## src/rtl/mmd_pkg.sv

```systemverilog
`timescale 1ns / 1ps
`default_nettype none
// ----------------------------------------------------------------------------
// mmd_pkg
// Shared types and constants of the multichannel min/max decimator.
// ----------------------------------------------------------------------------
package mmd_pkg;

    localparam int SAMPLE_W   = 16;
    localparam int CHAN_OUT_W = 6;
    localparam int COUNT_W    = 40;
    localparam int FIB_W      = 16;
    localparam int CFG_ADDR_W = 2;
    localparam int CFG_DATA_W = 40;
    localparam int CH_CNT_W   = 7;
    localparam int BLK_CFG_W  = 17;
    localparam int OUT_DATA_W = 80;

    // register indexes
    localparam logic [CFG_ADDR_W-1:0] CFG_CHANNEL_COUNT = 2'd0;
    localparam logic [CFG_ADDR_W-1:0] CFG_BLOCK_FRAMES  = 2'd1;
    localparam logic [CFG_ADDR_W-1:0] CFG_RECORD_FRAMES = 2'd2;

    // largest legal block length, as is and minus one; reset values minus one
    localparam logic [BLK_CFG_W-1:0] BLOCK_FRAMES_MAX = 17'd65536;
    localparam logic [FIB_W-1:0]     BLOCK_LAST_MAX   = 16'hFFFF;
    localparam logic [FIB_W-1:0]     BLOCK_LAST_RST   = 16'd63;
    localparam logic [COUNT_W-1:0]   RECORD_LAST_RST  = 40'd0;

    typedef struct packed {
        logic signed [SAMPLE_W-1:0] sample;
        logic                       first;
        logic                       emit;
        logic                       last_ch;
        logic                       last_rec;
        logic [COUNT_W-1:0]         block_number;
    } mmd_item_t;

    typedef struct packed {
        logic [CHAN_OUT_W-1:0]      channel_index;
        logic signed [SAMPLE_W-1:0] block_min;
        logic signed [SAMPLE_W-1:0] block_max;
        logic [COUNT_W-1:0]         block_index;
        logic                       last_channel;
        logic                       last_block;
    } mmd_result_t;

endpackage
`default_nettype wire

```

## src/rtl/mmd_ctrl.sv

```systemverilog
`timescale 1ns / 1ps
`default_nettype none
// ----------------------------------------------------------------------------
// mmd_ctrl
// Configuration registers and channel / frame / block position counters.
// ----------------------------------------------------------------------------
module mmd_ctrl
    import mmd_pkg::*;
#(
    parameter int MAX_CHANNELS = 64,
    parameter int CW           = 6
)
(
    input  wire logic                  clk,
    input  wire logic                  rst_n,
    input  wire logic                  cfg_wen,
    input  wire logic [CFG_ADDR_W-1:0] cfg_addr,
    input  wire logic [CFG_DATA_W-1:0] cfg_wdata,
    input  wire logic                  accept,
    input  wire logic [SAMPLE_W-1:0]   sample,
    output logic      [CW-1:0]         ch,
    output mmd_item_t                  item
);

    localparam int CNT_CMP_W = 9;
    localparam logic [CNT_CMP_W-1:0] MAX_CH_CMP = CNT_CMP_W'(MAX_CHANNELS);
    localparam logic [CW-1:0]        CH_LAST_MAX = CW'(MAX_CHANNELS - 1);

    logic [CW-1:0]      cc_last_reg, cc_last_next;
    logic [FIB_W-1:0]   blk_last_reg, blk_last_next;
    logic [COUNT_W-1:0] rec_last_reg, rec_last_next;

    logic [CW-1:0]      pos_reg, pos_next;
    logic [FIB_W-1:0]   fib_reg, fib_next;
    logic [COUNT_W-1:0] fd_reg, fd_next;
    logic [COUNT_W-1:0] bn_reg, bn_next;

    logic [CNT_CMP_W-1:0] cnt_ext;
    logic [BLK_CFG_W-1:0] blk_val;
    logic [COUNT_W-1:0]   rec_val;
    logic                 last_ch, end_block, end_rec;

    // config is stored as effective length minus one
    always_comb
    begin
        cnt_ext       = {2'b00, cfg_wdata[CH_CNT_W-1:0]};
        blk_val       = cfg_wdata[BLK_CFG_W-1:0];
        rec_val       = cfg_wdata[COUNT_W-1:0];
        cc_last_next  = cc_last_reg;
        blk_last_next = blk_last_reg;
        rec_last_next = rec_last_reg;
        if (cfg_wen)
        begin
            unique case (cfg_addr)
                CFG_CHANNEL_COUNT:
                begin
                    if (cnt_ext == '0)
                        cc_last_next = '0;
                    else if (cnt_ext >= MAX_CH_CMP)
                        cc_last_next = CH_LAST_MAX;
                    else
                        cc_last_next = CW'(cnt_ext - CNT_CMP_W'(1));
                end
                CFG_BLOCK_FRAMES:
                begin
                    if (blk_val == '0)
                        blk_last_next = '0;
                    else if (blk_val > BLOCK_FRAMES_MAX)
                        blk_last_next = BLOCK_LAST_MAX;
                    else
                        blk_last_next = FIB_W'(blk_val - BLK_CFG_W'(1));
                end
                CFG_RECORD_FRAMES:
                begin
                    if (rec_val == '0)
                        rec_last_next = '0;
                    else
                        rec_last_next = rec_val - COUNT_W'(1);
                end
                default:
                begin
                    cc_last_next = cc_last_reg;
                end
            endcase
        end
    end

    always_comb
    begin
        ch        = (pos_reg > cc_last_reg) ? cc_last_reg : pos_reg;
        last_ch   = (ch == cc_last_reg);
        end_block = (fib_reg >= blk_last_reg);
        end_rec   = (fd_reg >= rec_last_reg);

        item.sample       = sample;
        item.first        = (fib_reg == '0);
        item.emit         = end_block || end_rec;
        item.last_ch      = last_ch;
        item.last_rec     = end_rec;
        item.block_number = bn_reg;

        pos_next = pos_reg;
        fib_next = fib_reg;
        fd_next  = fd_reg;
        bn_next  = bn_reg;
        if (accept)
        begin
            if (last_ch)
            begin
                pos_next = '0;
                if (end_rec)
                begin
                    fib_next = '0;
                    fd_next  = '0;
                    bn_next  = '0;
                end
                else
                begin
                    fd_next = fd_reg + COUNT_W'(1);
                    if (end_block)
                    begin
                        fib_next = '0;
                        bn_next  = bn_reg + COUNT_W'(1);
                    end
                    else
                    begin
                        fib_next = fib_reg + FIB_W'(1);
                    end
                end
            end
            else
            begin
                pos_next = ch + CW'(1);
            end
        end
    end

    always_ff @(posedge clk or negedge rst_n)
    begin
        if (!rst_n)
        begin
            cc_last_reg  <= '0;
            blk_last_reg <= BLOCK_LAST_RST;
            rec_last_reg <= RECORD_LAST_RST;
            pos_reg      <= '0;
            fib_reg      <= '0;
            fd_reg       <= '0;
            bn_reg       <= '0;
        end
        else
        begin
            cc_last_reg  <= cc_last_next;
            blk_last_reg <= blk_last_next;
            rec_last_reg <= rec_last_next;
            pos_reg      <= pos_next;
            fib_reg      <= fib_next;
            fd_reg       <= fd_next;
            bn_reg       <= bn_next;
        end
    end

endmodule
`default_nettype wire

```

## src/rtl/mmd_store.sv

```systemverilog
`timescale 1ns / 1ps
`default_nettype none
// ----------------------------------------------------------------------------
// mmd_store
// Per-channel min/max memory with read-modify-write stage and forwarding.
// ----------------------------------------------------------------------------
module mmd_store
    import mmd_pkg::*;
#(
    parameter int MAX_CHANNELS = 64,
    parameter int CW           = 6
)
(
    input  wire logic        clk,
    input  wire logic        rst_n,
    input  wire logic        accept,
    input  wire logic [CW-1:0] ch,
    input  wire mmd_item_t   item,
    input  wire logic        out_free,
    output logic             in_ready,
    output logic             res_valid,
    output mmd_result_t      res
);

    logic signed [SAMPLE_W-1:0] min_mem [MAX_CHANNELS];
    logic signed [SAMPLE_W-1:0] max_mem [MAX_CHANNELS];

    logic signed [SAMPLE_W-1:0] rd_min_reg, rd_max_reg;
    logic signed [SAMPLE_W-1:0] fwd_min_reg, fwd_max_reg;
    logic                       fwd_hit_reg, fwd_hit_next;
    logic                       s1_valid_reg, s1_valid_next;
    logic [CW-1:0]              s1_ch_reg;
    mmd_item_t                  s1_item_reg;

    logic signed [SAMPLE_W-1:0] cur_min, cur_max, smp, new_min, new_max;
    logic                       advance;

    always_comb
    begin
        smp     = s1_item_reg.sample;
        cur_min = fwd_hit_reg ? fwd_min_reg : rd_min_reg;
        cur_max = fwd_hit_reg ? fwd_max_reg : rd_max_reg;
        if (s1_item_reg.first)
        begin
            new_min = smp;
            new_max = smp;
        end
        else
        begin
            new_min = (smp < cur_min) ? smp : cur_min;
            new_max = (smp > cur_max) ? smp : cur_max;
        end

        advance       = s1_valid_reg && (!s1_item_reg.emit || out_free);
        in_ready      = !s1_valid_reg || advance;
        res_valid     = advance && s1_item_reg.emit;
        fwd_hit_next  = advance && (s1_ch_reg == ch);
        s1_valid_next = accept || (s1_valid_reg && !advance);

        res.channel_index = CHAN_OUT_W'(s1_ch_reg);
        res.block_min     = new_min;
        res.block_max     = new_max;
        res.block_index   = s1_item_reg.block_number;
        res.last_channel  = s1_item_reg.last_ch;
        res.last_block    = s1_item_reg.last_rec;
    end

    always_ff @(posedge clk)
    begin
        if (advance)
        begin
            min_mem[s1_ch_reg] <= new_min;
            max_mem[s1_ch_reg] <= new_max;
        end
        if (accept)
        begin
            rd_min_reg  <= min_mem[ch];
            rd_max_reg  <= max_mem[ch];
            fwd_min_reg <= new_min;
            fwd_max_reg <= new_max;
            fwd_hit_reg <= fwd_hit_next;
            s1_ch_reg   <= ch;
            s1_item_reg <= item;
        end
    end

    always_ff @(posedge clk or negedge rst_n)
    begin
        if (!rst_n)
            s1_valid_reg <= 1'b0;
        else
            s1_valid_reg <= s1_valid_next;
    end

endmodule
`default_nettype wire

```

## src/rtl/multichannel_min_max_decimator.sv

```systemverilog
`timescale 1ns / 1ps
`default_nettype none
// ----------------------------------------------------------------------------
// multichannel_min_max_decimator
// Per-channel min/max over blocks of frames of interleaved 16-bit samples.
// ----------------------------------------------------------------------------
// Path: a sample is registered in the store stage, its result word in the output register.
// Throughput: one sample word per cycle; the input stalls only while a finished
// result waits behind a held output word. The min/max memory does one read and
// one write per cycle, writes forwarded to a read of the same channel.
// Reset: 1 channel, 64-frame blocks, 1-frame record, counters zero; the
// min/max memory is not cleared.
// ----------------------------------------------------------------------------
module multichannel_min_max_decimator
    import mmd_pkg::*;
#(
    parameter int MAX_CHANNELS = 64
)
(
    input  wire logic                  clk,
    input  wire logic                  rst_n,
    input  wire logic                  cfg_wen,
    input  wire logic [CFG_ADDR_W-1:0] cfg_addr,
    input  wire logic [CFG_DATA_W-1:0] cfg_wdata,
    input  wire logic                  s_axis_tvalid,
    output logic                       s_axis_tready,
    input  wire logic [SAMPLE_W-1:0]   s_axis_tdata,  // sample
    output logic                       m_axis_tvalid,
    input  wire logic                  m_axis_tready,
    // channel_index, block_min, block_max, block_index, zero pad
    output logic [OUT_DATA_W-1:0]      m_axis_tdata,
    output logic                       m_axis_tlast,  // last_block
    output logic                       m_axis_tuser   // last_channel
);

    localparam int CW = (MAX_CHANNELS > 1) ? $clog2(MAX_CHANNELS) : 1;

    logic           accept, in_ready, res_valid, out_free;
    logic [CW-1:0]  ch;
    mmd_item_t      item;
    mmd_result_t    res;
    mmd_result_t    out_reg;
    logic           out_valid_reg, out_valid_next;

    assign accept        = s_axis_tvalid && in_ready;
    assign s_axis_tready = in_ready;
    assign out_free      = !out_valid_reg || m_axis_tready;

    mmd_ctrl #(
        .MAX_CHANNELS (MAX_CHANNELS),
        .CW           (CW)
    ) u_ctrl (
        .clk       (clk),
        .rst_n     (rst_n),
        .cfg_wen   (cfg_wen),
        .cfg_addr  (cfg_addr),
        .cfg_wdata (cfg_wdata),
        .accept    (accept),
        .sample    (s_axis_tdata),
        .ch        (ch),
        .item      (item)
    );

    mmd_store #(
        .MAX_CHANNELS (MAX_CHANNELS),
        .CW           (CW)
    ) u_store (
        .clk       (clk),
        .rst_n     (rst_n),
        .accept    (accept),
        .ch        (ch),
        .item      (item),
        .out_free  (out_free),
        .in_ready  (in_ready),
        .res_valid (res_valid),
        .res       (res)
    );

    always_comb
    begin
        out_valid_next = res_valid || (out_valid_reg && !m_axis_tready);
    end

    always_ff @(posedge clk or negedge rst_n)
    begin
        if (!rst_n)
            out_valid_reg <= 1'b0;
        else
            out_valid_reg <= out_valid_next;
    end

    always_ff @(posedge clk)
    begin
        if (res_valid)
            out_reg <= res;
    end

    assign m_axis_tvalid = out_valid_reg;
    assign m_axis_tdata  = {2'b00, out_reg.block_index, out_reg.block_max,
                            out_reg.block_min, out_reg.channel_index};
    assign m_axis_tlast  = out_reg.last_block;
    assign m_axis_tuser  = out_reg.last_channel;

    a_no_overwrite: assert property (@(posedge clk) disable iff (!rst_n)
        !(res_valid && out_valid_reg && !m_axis_tready))
        else $error("result loaded over a held output word");

    a_rise_from_result: assert property (@(posedge clk) disable iff (!rst_n)
        $rose(m_axis_tvalid) |-> $past(res_valid))
        else $error("output valid without a finished result");

    a_stall_blocks_input: assert property (@(posedge clk) disable iff (!rst_n)
        (res_valid && !out_free) |-> !s_axis_tready)
        else $error("input taken while result stage is stalled");

endmodule
`default_nettype wire

```

## config.mk

```make
export PLATFORM = sky130hd
export DESIGN_NAME = multichannel_min_max_decimator
export DESIGN_NICKNAME = d
export VERILOG_FILES = /design/src/rtl/mmd_pkg.sv /design/src/rtl/mmd_ctrl.sv /design/src/rtl/mmd_store.sv /design/src/rtl/multichannel_min_max_decimator.sv
export SDC_FILE = /design/constraint.sdc
export NUM_CORES = 2
export LEC_CHECK = 0
export BUFFER_PORTS_ARGS = -buffer_cell sky130_fd_sc_hd__buf_2
export CAP_MARGIN = 20
export CORE_MARGIN = 4
export CORE_UTILIZATION = 63
export DETAILED_ROUTE_END_ITERATION = 6
export PLACE_DENSITY = 0.79
export SLEW_MARGIN = 20
export SYNTH_ARGS = -nofsm -noshare
export SYNTH_HDL_FRONTEND = slang
export SYNTH_SLANG_ARGS = --single-unit
```

## constraint.sdc

```tcl
create_clock -name clk -period 8 [get_ports clk]
set_clock_uncertainty 0.05 [all_clocks]
set_input_delay 1.6 -clock clk [delete_from_list [all_inputs] [get_ports clk]]
set_output_delay 1.6 -clock clk [all_outputs]
set_load 0.005 [all_outputs]
```

==> flow_summary.toml <==
[run_status]
status = "finished, violations left"
violations = "design-rule violations"

[detailed_routing]
drc = 8
highest_layer = "met5"
ant_nets = 0
routedWlPerCell_um = 28.9
vias = 66900
wl_met1_um = 95300
via_per_inst = 6.81
first_pass_iters = 7
drt-total-wl_um = 284000
wl_met2_um = 129000
wl_met3_um = 42600
drt_iter0_drc = 12000

[worst_hold_path]
hold_path_class = "flop to flop"

[grt]
grt_pass1_vias = 64400
antenna_found_initial = 19
grt_max_degree = 201
gr-total-overflow = 0
grt_pass1_wl_um = 414000
grtUsageTotal_pct = 34.5

[setup_path]
cpPeakStageDelay_ns = 0.96
worst-path-buf-inv = 4
cpMostUsedCell = "and4_1"
slowest_stage = "nor4_1"
end_kind = "flop"
worstPathArrival_ns = 6.63
cp-start-kind = "flop"
critPathRequiredTime_ns = 8.53
worstPathMaxFanout = 69
crit_type = "flop to flop"
cpLargestDelayFamily = "simple AND/OR/NAND/NOR gates"
critical_path.cell_chain = "inv_1 > ha_1 > and4_1 > o21ai_2 > and4_1 > nor3_4 > buf_4 > clkinv_2 > nand2_8 > buf_12 > a21oi_1 > nor4_1 > o22ai_1 > or4_1"

[place]
dp_hpwl_um = 160000
numPortBuffers = 144
pre_cts_ws_ns = 2.09
place_congestion = 0.909
place_area_sq_um = 101000

[cts]
cts_setup_buffers = 0
numCtsBuffers = 223
clock_sinks = 2425
root_buffer = "clkbuf_16"
h-tree-depth = 4
clk_pin_slew_ns = 0.06
cts_resized = 0
clock_tree.buffer_depth = 3
cts_hold_buf = 0
cts_tree = "yes"
clk_latency_ns = 0.86

[synth]
synth_top_area_share_pct = 69.7
syn_inst = 7463
ys_ff_latch = 2425
synthTopCellsByCount = "edfxtp_1 (2259), nand2_1 (1957), a21oi_1 (1035)"
yosysMostFrequentCell = "edfxtp_1"
syn_area_sq_um = 97300
avgSynthCellArea_sq_um = 13.0
synth_area_leaders = "edfxtp_1 (70%), nand2_1 (7.6%), a21oi_1 (5.3%), dfrtp_1 (4.1%), nor4_1 (1.5%)"
ys_types = 75
synth-edff-count = 2259
async_flop_share_pct = 6.85
ys.flop_type = "edfxtp_1"
yosysSeqAreaShare_pct = 74.0
yosysWarningCount = 0
yosys.area.top_type = "edfxtp_1"

[power_and_ir_drop]
p_sw_share_pct = 39.4
power_frac_seq_pct = 39.0
powerDensity_nw_per_um2 = 400
power_leakage_nw = 37.8
internal_power_mw = 26.3
clock_power_share_pct = 24.1
vdd_drop_max_uv = 411
p_sw_mw = 17.1
comb_power_share_pct = 36.9

[floorplanning]
core_sq_um = 153000
ios = 147
die_w_um = 401
start_util_pct = 63.7
rows = 143
die-area_sq_um = 161000
die_h_um = 401

[sta]
finalHoldViolCount = 0
timing.setup.tns_ns = 0
slew_headroom_pct = 15.9
final.min_clock_period_ns = 6.10
hold_slack_ns = 0.368
rsz0062_at_grt = "false"
setup_ws_ns = 1.90
min_period_over_period_pct = 76.2
finalSetupViolCount = 0
tightestPinTransition_ns = 1.25
fmax_ghz = 0.164
drv_slew = 0

[cells_and_area]
nNetsFinal = 7756
design_area_sq_um = 109000
drive_gt1_share_pct = 10.0
areaGrowthSynthToFinish_pct = 11.7

[job]
maxCapViolations = 0
-- per-stage QoR --
step	utilization, %	instances	total power, mW
after floorplan	-	7464	26.5
after global placement	66.3	9393	32.1
after detailed placement	66.3	9393	32.5
after CTS	71.0	9810	42.9
after global routing	71.1	9815	44.9
final	71.1	9823	43.5
-- per-layer routing --
layer  vias up  track usage, %
met2      5875            52.4
li1      27800               -
met5         -               0
met1     32200            45.5
met4        12            18.7
met3      1068            10.1
-- cell usage in the layout, fill, tap and decap left out, drive strengths merged, types with 50 or more instances in the layout --
cell	n
dfrtp	160
nand2	1959
nand3	56
nor4	233
o22ai	150
mux2i	132
clkbuf	292
edfxtp	2259
clkinv	99
inv	122
buf	319
ha	100
o21ai	107
or4	50
nor3	60
a21oi	1036
nor2	150
-- cell families (layout without fill, tap and decap cells) --
kind of cell             Yosys count  count (layout)  synth area share [%]
AO/OA/AOI/OAI                   1528            1528                  8.78
XOR/XNOR                          64              64                 0.576
adder cells (fa/ha/maj)          101             101                  1.30
buffers and inverters            534             855                  2.17
flip-flops                      2425            2425                  74.0
multiplexers                     135             135                  1.41
other                              1              10               0.00385
AND/OR/NAND/NOR                 2675            2675                  11.8
-- path summary, 6_finish.rpt --
kind                       slack [ns]             startpoint                     to  cells after the start
hold / removal                   0.37        u_store.res[27]       m_axis_tdata[63]                      0
max in group asynchronous        5.90                  rst_n      u_ctrl.pos_reg[2]                      2
min in group asynchronous        0.80                  rst_n       u_ctrl.fd_reg[7]                      1
setup reg to reg                 1.90  u_ctrl.cc_last_reg[2]  u_store.rd_min_reg[0]                     14
hold reg to reg                  0.37        u_store.res[27]       m_axis_tdata[63]                      0
setup / recovery                 1.90  u_ctrl.cc_last_reg[2]  u_store.rd_min_reg[0]                     14
-- power by group through the flow --
stage / Clock [mW] / Combinational (mW) / Sequential, mW
global placement: 0 / 14.9 / 17.1
finish: 10.5 / 16.0 / 16.9
CTS: 10.5 / 15.5 / 16.9
floorplan: 0 / 9.39 / 17.1
global route: 11.1 / 16.8 / 17.0
detailed placement: 0 / 15.3 / 17.2
-- final cells by class --
type                            count  area, sq um
Antenna cell                        8         20.0
Clock buffer                      292         6010
Clock inverter                    125         1120
Fill cell                        9321        44200
Inverter                          119          460
Multi-Input combinational cell   4505        24200
Sequential cell                  2425        72000
Tap cell                         2030         2540
Timing Repair Buffer              319         2280
Power figures use the tool's default switching activity.
